[config.mk]
export PLATFORM = sky130hd
export DESIGN_NAME = positional_list_insert_delete_flat
export DESIGN_NICKNAME = d
export VERILOG_FILES = /design/src/design/plp_pkg.sv /design/src/design/plp_if.sv /design/src/design/plp_store.sv /design/src/design/positional_list_insert_delete.sv /design/src/flat_wrapper.sv
export SDC_FILE = /design/constraint.sdc
export NUM_CORES = 1
export LEC_CHECK = 0
export BUFFER_PORTS_ARGS = -buffer_cell sky130_fd_sc_hd__buf_2
export CAP_MARGIN = 5
export CORE_UTILIZATION = 60
export DETAILED_ROUTE_END_ITERATION = 6
export GPL_ROUTABILITY_DRIVEN = 0
export GPL_TIMING_DRIVEN = 1
export PLACE_DENSITY = 0.77
export SLEW_MARGIN = 0
export SYNTH_ARGS = -nofsm -noshare
export SYNTH_HDL_FRONTEND = slang
export SYNTH_SLANG_ARGS = --single-unit
[constraint.sdc]
create_clock -name i_clk -period 24.4 [get_ports i_clk]
set_clock_uncertainty 0.05 [all_clocks]
set_input_delay 1.22 -clock i_clk [delete_from_list [all_inputs] [get_ports i_clk]]
set_output_delay 1.22 -clock i_clk [all_outputs]
set_load 0.005 [all_outputs]
[src/design/plp_pkg.sv]
// shared types and constants for the positional list block
`default_nettype none

package plp_pkg;

    // list geometry and field widths
    localparam int CAPACITY = 16;
    localparam int IDX_W    = $clog2(CAPACITY);
    localparam int CNT_W    = 5;
    localparam int POS_W    = 5;
    localparam int DATA_W   = 32;

    // operation codes
    typedef enum logic {
        CMD_INSERT = 1'b0,
        CMD_DELETE = 1'b1
    } t_cmd;

    // result status codes
    typedef enum logic [1:0] {
        ST_OK    = 2'd0,
        ST_RANGE = 2'd1,
        ST_EMPTY = 2'd2,
        ST_FULL  = 2'd3
    } t_status;

    // one request transaction
    typedef struct packed {
        t_cmd                     command;
        logic [POS_W-1:0]         position;
        logic signed [DATA_W-1:0] item_value;
    } t_req;

    // one result transaction
    typedef struct packed {
        t_status                  status;
        logic                     value_present;
        logic signed [DATA_W-1:0] result_value;
        logic [CNT_W-1:0]         entry_count;
        logic                     head_present;
        logic signed [DATA_W-1:0] head_value;
    } t_result;

endpackage

`default_nettype wire

[src/design/plp_if.sv]
// request and result channel interfaces for the positional list block
`default_nettype none

interface plp_req_if;
    logic                              valid;
    logic                              ready;
    plp_pkg::t_cmd                     command;
    logic [plp_pkg::POS_W-1:0]         position;
    logic signed [plp_pkg::DATA_W-1:0] item_value;

    modport source (output valid, output command, output position, output item_value,
                    input ready);
    modport sink   (input valid, input command, input position, input item_value,
                    output ready);
endinterface

interface plp_rsp_if;
    logic                              valid;
    logic                              ready;
    plp_pkg::t_status                  status;
    logic                              value_present;
    logic signed [plp_pkg::DATA_W-1:0] result_value;
    logic [plp_pkg::CNT_W-1:0]         entry_count;
    logic                              head_present;
    logic signed [plp_pkg::DATA_W-1:0] head_value;

    modport source (output valid, output status, output value_present, output result_value,
                    output entry_count, output head_present, output head_value,
                    input ready);
    modport sink   (input valid, input status, input value_present, input result_value,
                    input entry_count, input head_present, input head_value,
                    output ready);
endinterface

`default_nettype wire

[src/design/plp_store.sv]
// row of list cells with entry count, one insert or delete per fire
`default_nettype none

module plp_store (
    input  logic             i_clk,
    input  logic             i_rst_n,
    input  logic             i_fire,
    input  plp_pkg::t_req    i_req,
    output plp_pkg::t_result o_result
);
    import plp_pkg::*;

    logic signed [DATA_W-1:0] r_entries [CAPACITY];
    logic signed [DATA_W-1:0] n_entries [CAPACITY];
    logic [CNT_W-1:0]         r_count;
    logic [CNT_W-1:0]         n_count;
    t_status                  w_status;
    logic                     w_ok;
    logic                     w_present;
    logic signed [DATA_W-1:0] w_rval;
    logic [IDX_W-1:0]         w_succ_idx;

    // error checks, in the order the operation defines
    always_comb begin
        w_status = ST_OK;
        if (i_req.command == CMD_INSERT) begin
            priority if (i_req.position > r_count) begin
                w_status = ST_RANGE;
            end else if (r_count == CNT_W'(CAPACITY)) begin
                w_status = ST_FULL;
            end else begin
                w_status = ST_OK;
            end
        end else begin
            priority if (r_count == '0) begin
                w_status = ST_EMPTY;
            end else if (i_req.position >= r_count) begin
                w_status = ST_RANGE;
            end else begin
                w_status = ST_OK;
            end
        end
    end

    assign w_ok = (w_status == ST_OK);

    // each cell takes its lower neighbor, its upper neighbor, the new value or holds
    always_comb begin
        for (int k = 0; k < CAPACITY; k++) begin
            n_entries[k] = r_entries[k];
            if (w_ok) begin
                if (i_req.command == CMD_INSERT) begin
                    if (CNT_W'(k) > i_req.position) begin
                        n_entries[k] = r_entries[(k == 0) ? 0 : k - 1];
                    end else if (CNT_W'(k) == i_req.position) begin
                        n_entries[k] = i_req.item_value;
                    end
                end else if (CNT_W'(k) >= i_req.position) begin
                    n_entries[k] = r_entries[(k == CAPACITY - 1) ? k : k + 1];
                end
            end
        end
    end

    // entry count update
    always_comb begin
        n_count = r_count;
        if (w_ok) begin
            if (i_req.command == CMD_INSERT) begin
                n_count = r_count + CNT_W'(1);
            end else begin
                n_count = r_count - CNT_W'(1);
            end
        end
    end

    // reported value: the inserted one, or the successor that moves down
    assign w_succ_idx = i_req.position[IDX_W-1:0] + IDX_W'(1);

    always_comb begin
        w_present = 1'b0;
        w_rval    = '0;
        if (w_ok) begin
            if (i_req.command == CMD_INSERT) begin
                w_present = 1'b1;
                w_rval    = i_req.item_value;
            end else if ((i_req.position + CNT_W'(1)) < r_count) begin
                w_present = 1'b1;
                w_rval    = r_entries[w_succ_idx];
            end
        end
    end

    // result of this operation
    always_comb begin
        o_result.status        = w_status;
        o_result.value_present = w_present;
        o_result.result_value  = w_rval;
        o_result.entry_count   = n_count;
        o_result.head_present  = (n_count != '0);
        o_result.head_value    = (n_count != '0) ? n_entries[0] : '0;
    end

    // count register
    always_ff @(posedge i_clk) begin
        if (!i_rst_n) begin
            r_count <= '0;
        end else if (i_fire) begin
            r_count <= n_count;
        end
    end

    // cell registers
    always_ff @(posedge i_clk) begin
        if (i_fire) begin
            for (int k = 0; k < CAPACITY; k++) begin
                r_entries[k] <= n_entries[k];
            end
        end
    end

endmodule

`default_nettype wire

[src/design/positional_list_insert_delete.sv]
// top level of the positional list block
`default_nettype none

// Ordered list of up to 16 signed 32-bit values held in a row of cells.
// Each request inserts a value at a position from 0 to the count, or deletes
// the entry at a position from 0 to count-1; errors leave the list unchanged
// and report a status. One request per clock is taken unless result backpressure
// stalls it; the request is held in the input register, and its result, computed
// in a single pass through the cell row's shift and compare logic, is held in the
// result register.
// Backpressure on the result channel stalls the request channel only when
// both registers are full. Cell contents have no reset; only the count does.
module positional_list_insert_delete (
    input  logic     i_clk,
    input  logic     i_rst_n,
    plp_req_if.sink  i_req,
    plp_rsp_if.source o_rsp
);
    import plp_pkg::*;

    t_req    r_req;
    logic    r_req_valid;
    t_result r_res;
    logic    r_res_valid;
    t_result w_result;
    logic    w_advance;
    logic    w_fire;

    // pipeline flow control
    assign w_advance   = !r_res_valid || o_rsp.ready;
    assign w_fire      = r_req_valid && w_advance;
    assign i_req.ready = !r_req_valid || w_advance;

    // input register
    always_ff @(posedge i_clk) begin
        if (!i_rst_n) begin
            r_req_valid <= 1'b0;
        end else if (i_req.ready) begin
            r_req_valid <= i_req.valid;
        end
    end

    always_ff @(posedge i_clk) begin
        if (i_req.valid && i_req.ready) begin
            r_req.command    <= i_req.command;
            r_req.position   <= i_req.position;
            r_req.item_value <= i_req.item_value;
        end
    end

    // list cells and operation logic
    plp_store u_store (
        .i_clk    (i_clk),
        .i_rst_n  (i_rst_n),
        .i_fire   (w_fire),
        .i_req    (r_req),
        .o_result (w_result)
    );

    // result register
    always_ff @(posedge i_clk) begin
        if (!i_rst_n) begin
            r_res_valid <= 1'b0;
        end else if (w_advance) begin
            r_res_valid <= r_req_valid;
        end
    end

    always_ff @(posedge i_clk) begin
        if (w_fire) begin
            r_res <= w_result;
        end
    end

    // result channel
    assign o_rsp.valid         = r_res_valid;
    assign o_rsp.status        = r_res.status;
    assign o_rsp.value_present = r_res.value_present;
    assign o_rsp.result_value  = r_res.result_value;
    assign o_rsp.entry_count   = r_res.entry_count;
    assign o_rsp.head_present  = r_res.head_present;
    assign o_rsp.head_value    = r_res.head_value;

    // count never exceeds capacity
    a_count_bound: assert property (@(posedge i_clk) disable iff (!i_rst_n)
        r_res_valid |-> (r_res.entry_count <= CNT_W'(CAPACITY)))
        else $error("entry count above capacity");

    // head flag follows the count
    a_head_flag: assert property (@(posedge i_clk) disable iff (!i_rst_n)
        r_res_valid |-> (r_res.head_present == (r_res.entry_count != '0)))
        else $error("head flag disagrees with count");

    // a reported value only comes with a successful operation
    a_value_ok: assert property (@(posedge i_clk) disable iff (!i_rst_n)
        (r_res_valid && r_res.value_present) |-> (r_res.status == ST_OK))
        else $error("value reported on an error");

    // a held result is not overwritten while stalled
    a_res_hold: assert property (@(posedge i_clk) disable iff (!i_rst_n)
        (r_res_valid && !o_rsp.ready) |=> (r_res_valid && $stable(r_res)))
        else $error("stalled result changed");

endmodule

`default_nettype wire

[src/flat_wrapper.sv]
// flat-port wrapper written by rule: the top's interface ports become plain ports
module positional_list_insert_delete_flat import plp_pkg::*;
  (i_clk, i_rst_n, i_req_valid, i_req_command, i_req_position, i_req_item_value, i_req_ready, o_rsp_valid, o_rsp_status, o_rsp_value_present, o_rsp_result_value, o_rsp_entry_count, o_rsp_head_present, o_rsp_head_value, o_rsp_ready);
  plp_req_if i_req_i ();
  plp_rsp_if o_rsp_i ();
  input  logic i_clk;
  input  logic i_rst_n;
  input wire logic [$bits(i_req_i.valid)-1:0] i_req_valid;
  input wire logic [$bits(i_req_i.command)-1:0] i_req_command;
  input wire logic [$bits(i_req_i.position)-1:0] i_req_position;
  input wire logic [$bits(i_req_i.item_value)-1:0] i_req_item_value;
  output wire logic [$bits(i_req_i.ready)-1:0] i_req_ready;
  output wire logic [$bits(o_rsp_i.valid)-1:0] o_rsp_valid;
  output wire logic [$bits(o_rsp_i.status)-1:0] o_rsp_status;
  output wire logic [$bits(o_rsp_i.value_present)-1:0] o_rsp_value_present;
  output wire logic [$bits(o_rsp_i.result_value)-1:0] o_rsp_result_value;
  output wire logic [$bits(o_rsp_i.entry_count)-1:0] o_rsp_entry_count;
  output wire logic [$bits(o_rsp_i.head_present)-1:0] o_rsp_head_present;
  output wire logic [$bits(o_rsp_i.head_value)-1:0] o_rsp_head_value;
  input wire logic [$bits(o_rsp_i.ready)-1:0] o_rsp_ready;
  assign i_req_i.valid = i_req_valid;
  assign i_req_i.command = i_req_command;
  assign i_req_i.position = i_req_position;
  assign i_req_i.item_value = i_req_item_value;
  assign i_req_ready = i_req_i.ready;
  assign o_rsp_valid = o_rsp_i.valid;
  assign o_rsp_status = o_rsp_i.status;
  assign o_rsp_value_present = o_rsp_i.value_present;
  assign o_rsp_result_value = o_rsp_i.result_value;
  assign o_rsp_entry_count = o_rsp_i.entry_count;
  assign o_rsp_head_present = o_rsp_i.head_present;
  assign o_rsp_head_value = o_rsp_i.head_value;
  assign o_rsp_i.ready = o_rsp_ready;
  positional_list_insert_delete u_core (.i_clk(i_clk), .i_rst_n(i_rst_n), .i_req(i_req_i), .o_rsp(o_rsp_i));
endmodule
Word level (Yosys, flattened, before mapping):

Memory sizes are Yosys's and may differ from the RTL's.
Cells that the tools add are included.

* output and inout bits: 75
* bits in read-only memories: 0
* latch bits: 0
* register bits: 118
* bits in writable memories: 512
* word-level logic and storage cells: 169
* memories kept: 1

Memories
* u_core.u_store.r_entries: words 16, width 32, rd ports 17, clocked after Yosys merged registers in 0, wr ports 16, RTL line plp_store.sv:13 `logic signed [DATA_W-1:0] r_entries [CAPACITY];`

* multiply operators: 0
* reductions and logical operators: 10
* $add $sub $neg: 4
* div/mod/pow operators: 0
* multiplexer cells: 92
* shifts and indexed selects: 0
* equality and inequality tests: 16
* bitwise operators: 0
* $lt $le $gt $ge: 34

Operator list (number)
* $mux W32: 81
* $eq A4 B5 Y1 const A: 8
* $gt A4 B5 Y1 const A: 8
* $ge A4 B5 Y1 const A: 7
* $eq A3 B5 Y1 const A: 4
* $ge A3 B5 Y1 const A: 4
* $gt A3 B5 Y1 const A: 4
* $add A5 B1 Y5 const B: 2
* $eq A2 B5 Y1 const A: 2
* $ge A1 B5 Y1 const A: 2
* $ge A2 B5 Y1 const A: 2
* $gt A1 B5 Y1 const A: 2
* $gt A2 B5 Y1 const A: 2
* $logic_not A5 Y1: 2
* $mux W5: 2
* $mux W2: 4
* $eq A1 B5 Y1 const A: 1
* $eq A5 B5 Y1 const B: 1
* $ge A5 B5 Y1: 1
* $gt A5 B5 Y1: 1
* $lt A5 B5 Y1: 1
* $mux W1: 5
* $reduce_bool A5 Y1: 1
* $sub A5 B1 Y5 const B: 1
* other kinds (5): 8

Depth between registers and ports, before layout:

* depth in word-level cells: 7
* depth in mapped cells: 11
* gate-level depth less buffers: 9

Hierarchy:

A second synthesis with hierarchy kept.

* cell total of the unflattened synthesis: 2851
* area total of the unflattened synthesis: 34778.4 µm²

By module, submodules not included
* plp_store: cells an instance 2731, times used 1, area an instance 31341.3 µm²
* positional_list_insert_delete: cells an instance 120, times used 1, area an instance 3437.0 µm²

Worst setup path before layout:

No wires, ideal clock.

* kind: input -> register
* start point: in o_rsp_ready
* end point: mem u_core.u_store.r_entries[1][0], enable pin
* setup time: 501 ps
* arrival time: 9883 ps
* required time: 23849 ps
* buffers on the path: 1
* cell stages on the path: 5
* setup slack: 13966 ps
* cell sequence: nor2b_1 -> nor2b_1 -> o21ai_1 -> clkbuf_1 -> nor4_1

RTL lines
* start, declared: RTL line flat_wrapper.sv:20 `input wire logic [$bits(o_rsp_i.ready)-1:0] o_rsp_ready;`
* end, declared: RTL line plp_store.sv:13

Final worst setup path:

* start point: reg u_core.r_req[33] (netlist bit)
* end point: reg u_core.r_res (netlist bit u_core.o_rsp.result_value[20]), data pin

* cells in the longest elaborated chain, start to end: 5
* elaborated cells on any way between the ends: 13

Ends and longest elaborated chain
* start, declared: RTL line positional_list_insert_delete.sv:21 `t_req r_req;`
* parallel branches: the longest is 5 deep, another holds $mem_v2 Z16 W32
* end signal, assigned: RTL line positional_list_insert_delete.sv:71 `r_res <= w_result;`
* end, declared: RTL line positional_list_insert_delete.sv:23 `t_result r_res;`

Parallel ways; which one is timed is not known.
A chain may end at the register's enable or synchronous reset.

==> run metrics <==
initial core utilization 0.610; RSZ-0062 raised after global routing false; CP cell instances inv_2, ha_4, buf_4, buf_4, mux4_2, mux4_2, a22o_1; gr usage total 0.331; worst endpoint data arrival time around 5600 ps; Setup CP Type reg -> reg; TritonRoute pass-1 iters 6; CTS Buf Count between 60 and 70; placed inst area around 36000 sq um; Post-layout nets ~2800; final setup fails 0; Hold Crit Class reg -> reg; Mapped Area 34600 sq um; top-count cell post-synth edfxtp_1; status complete, no violations; Site Rows between 80 and 90; Vias 24100; DR iter-0 viols ~3300; DR vias/cell roughly 6.9; post-CTS setup buffer count 0; leading area contributor after synthesis edfxtp_1; Post-synth EDFFs 623; Worst VDD drop ~0.052 mV; clk slew on worst S/H paths ~60 ps; WP data required approximately 25000 ps; relative slew slack 0.143; CP max-delay cell ha_4; layout cells sized above 1 0.185; Clk Tree Root Cell clkbuf_16; worst slew pin tran 1280 ps; dominant synthesized flop cell edfxtp_1; delay of the slowest critical-path stage roughly 950 ps; Max Root-Sink Buffers 3; final worst path period need 5270 ps; DPL Wire Length just over 50000 um; top cell type's share of synthesized area 0.541; yosys warns 0; commonest cells in the netlist 623 x edfxtp_1, 463 x nand2_1, 450 x mux2i_1; CTS Sinks 630; Antenna diodes 0; Die W around 240 um; Static Leak 13.4 nW; Final Max Tran Viols 0; Hold Vio Cnt, Final 0; Synth cell types between 50 and 60; MaxCap Viol Count 0; CTS tree built; power density over the cells between 60 and 70 nW/um^2; core area around 57000 sq um; IO Count ~120; DIE AREA between 50000 and 60000 sq um; H-tree depth 3; FMAX about 190 MHz; die height 242 um; DRC violations left 0; antenna violations before repair 0; Worst Setup Start Kind flop; register area share after synthesis 0.545; Post-Syn Instances 2730; Layout Cell Area excl Fill between 30000 and 40000 sq um; Critical Path Sink Type flop; ys async rst share 0; Tcrit/Tclk final 0.216; vias in the first global route between 20000 and 25000; port bufs between 100 and 150; setup TNS 0 ps; routed len/inst around 28 um; Seq cells post-synth 630; Synth Net Count ~2800; Worst Path Max Fanout 50; largest net degree at the start of global routing between 100 and 150; remaining antenna violation count 0; Area contributors post-synth edfxtp_1 54%, mux2i_1 13%, mux4_2 10%, o21ai_1 5.9%, nand2_1 5.0%; area grow syn2layout 9.14%; grt total ovfl 0; Mean Syn Cell Area about 13 sq um; Routed WL between 90000 and 100000 um; post_cts resized 0; Hold-fix buffers, CTS 0; first-pass GRT wire length 146000 um; clock insertion delay at the later pin of the skew report between 600 and 700 ps
layout by cell type, fill, tap and decap left out, types with 3 or more instances in the layout:
cell         n
mux4_2     160
xnor2_1      6
o21a_1       4
edfxtp_1   623
nand2b_1     3
o21ai_1    408
ha_1        15
mux2_2      32
buf_4       56
buf_2      116
clkbuf_16   72
nor2b_1     37
nand2_1    460
clkbuf_1    14
nand2_2      3
clkinv_2    13
clkinv_1    14
nor2_4       4
inv_1       10
nor2_1      10
a21oi_4     10
o31ai_1      3
dfxtp_1      7
a21oi_1     10
a22o_1      96
o21ai_0     43
nand3_1      8
inv_6        3
mux2i_1    450
layout make-up:
cell class              count  area, sq um
clock buffers              88         1880
clock inverters            34          231
fillers                  4000        19000
inverters                  13         48.8
multi-input cells        1808        14800
flip-flops and latches    630        18800
well taps                 756          946
repair buffers            172         1000
registers in the layout, indices dropped and copies added, names as in the netlist, 2 cells and up:
| register | cells |
|---|---|
| u_core.u_store.r_entries | 512 |
| u_core.r_req | 38 |
| u_core.o_rsp.head_value | 32 |
| u_core.o_rsp.result_value | 32 |
| u_core.o_rsp.entry_count | 5 |
| u_core.u_store.r_count | 5 |
| u_core.o_rsp.status | 2 |
power by group:
part	leakage, nW	internal, mW	switching, mW
sequential	5.78	1.22	0.0283
combinational	6.61	0.131	0.176
clock	1.04	0.567	0.438
total	13.4	1.92	0.643
metal layers:
metal	up-vias	GRT usage	routed length (um)
met1	11800	0.448	36200
met2	1725	0.524	46000
li1	10300	-	-
met4	0	0.140	4150
met5	-	0	0
met3	282	0.0675	10900
through the flow:
stage	hold WS (ps)	util	std cells	worst slack [ps]	power [mW]
6_report	472	0.666	3501	19130	2.56
5_1_grt	498	0.666	3501	18750	2.63
4_1_cts	477	0.666	3501	19030	2.56
3_5_place_dp	465	0.629	3379	19010	1.57
3_3_place_gp	450	0.629	3379	19120	1.56
2_1_floorplan	428	-	2730	13970	1.49
critical path: cells and delay by family (launching register included):
family,cells,cell delay [ps]
DFF,1,870
muxes,2,1090
adders and majority gates,1,950
AOI/OAI and AO/OA,1,220
buffers and inverters,3,1780
logic make-up after synthesis:
family / Yosys count / synth area share
AO/OA/AOI/OAI: 592 / 0.0996
XOR/XNOR: 10 / 0.00293
adder cells (fa/ha/maj): 17 / 0.00637
buffers and inverters: 292 / 0.0362
flip-flops: 630 / 0.545
multiplexers: 642 / 0.245
AND/OR/NAND/NOR: 547 / 0.0653
worst paths after layout:
| path | slack [ps] | to | from | cells after the start |
|---|---|---|---|---|
| worst max-delay path | 19130 | u_core.o_rsp.result_value[20] | u_core.r_req[33] | 7 |
| worst min-delay path | 470 | u_core.o_rsp.valid | u_core.r_req_valid | 2 |
| worst max register to register | 19130 | u_core.o_rsp.result_value[20] | u_core.r_req[33] | 7 |
| worst min register to register | 470 | u_core.o_rsp.valid | u_core.r_req_valid | 2 |
No activity file was read; power rests on OpenSTA's default activity.
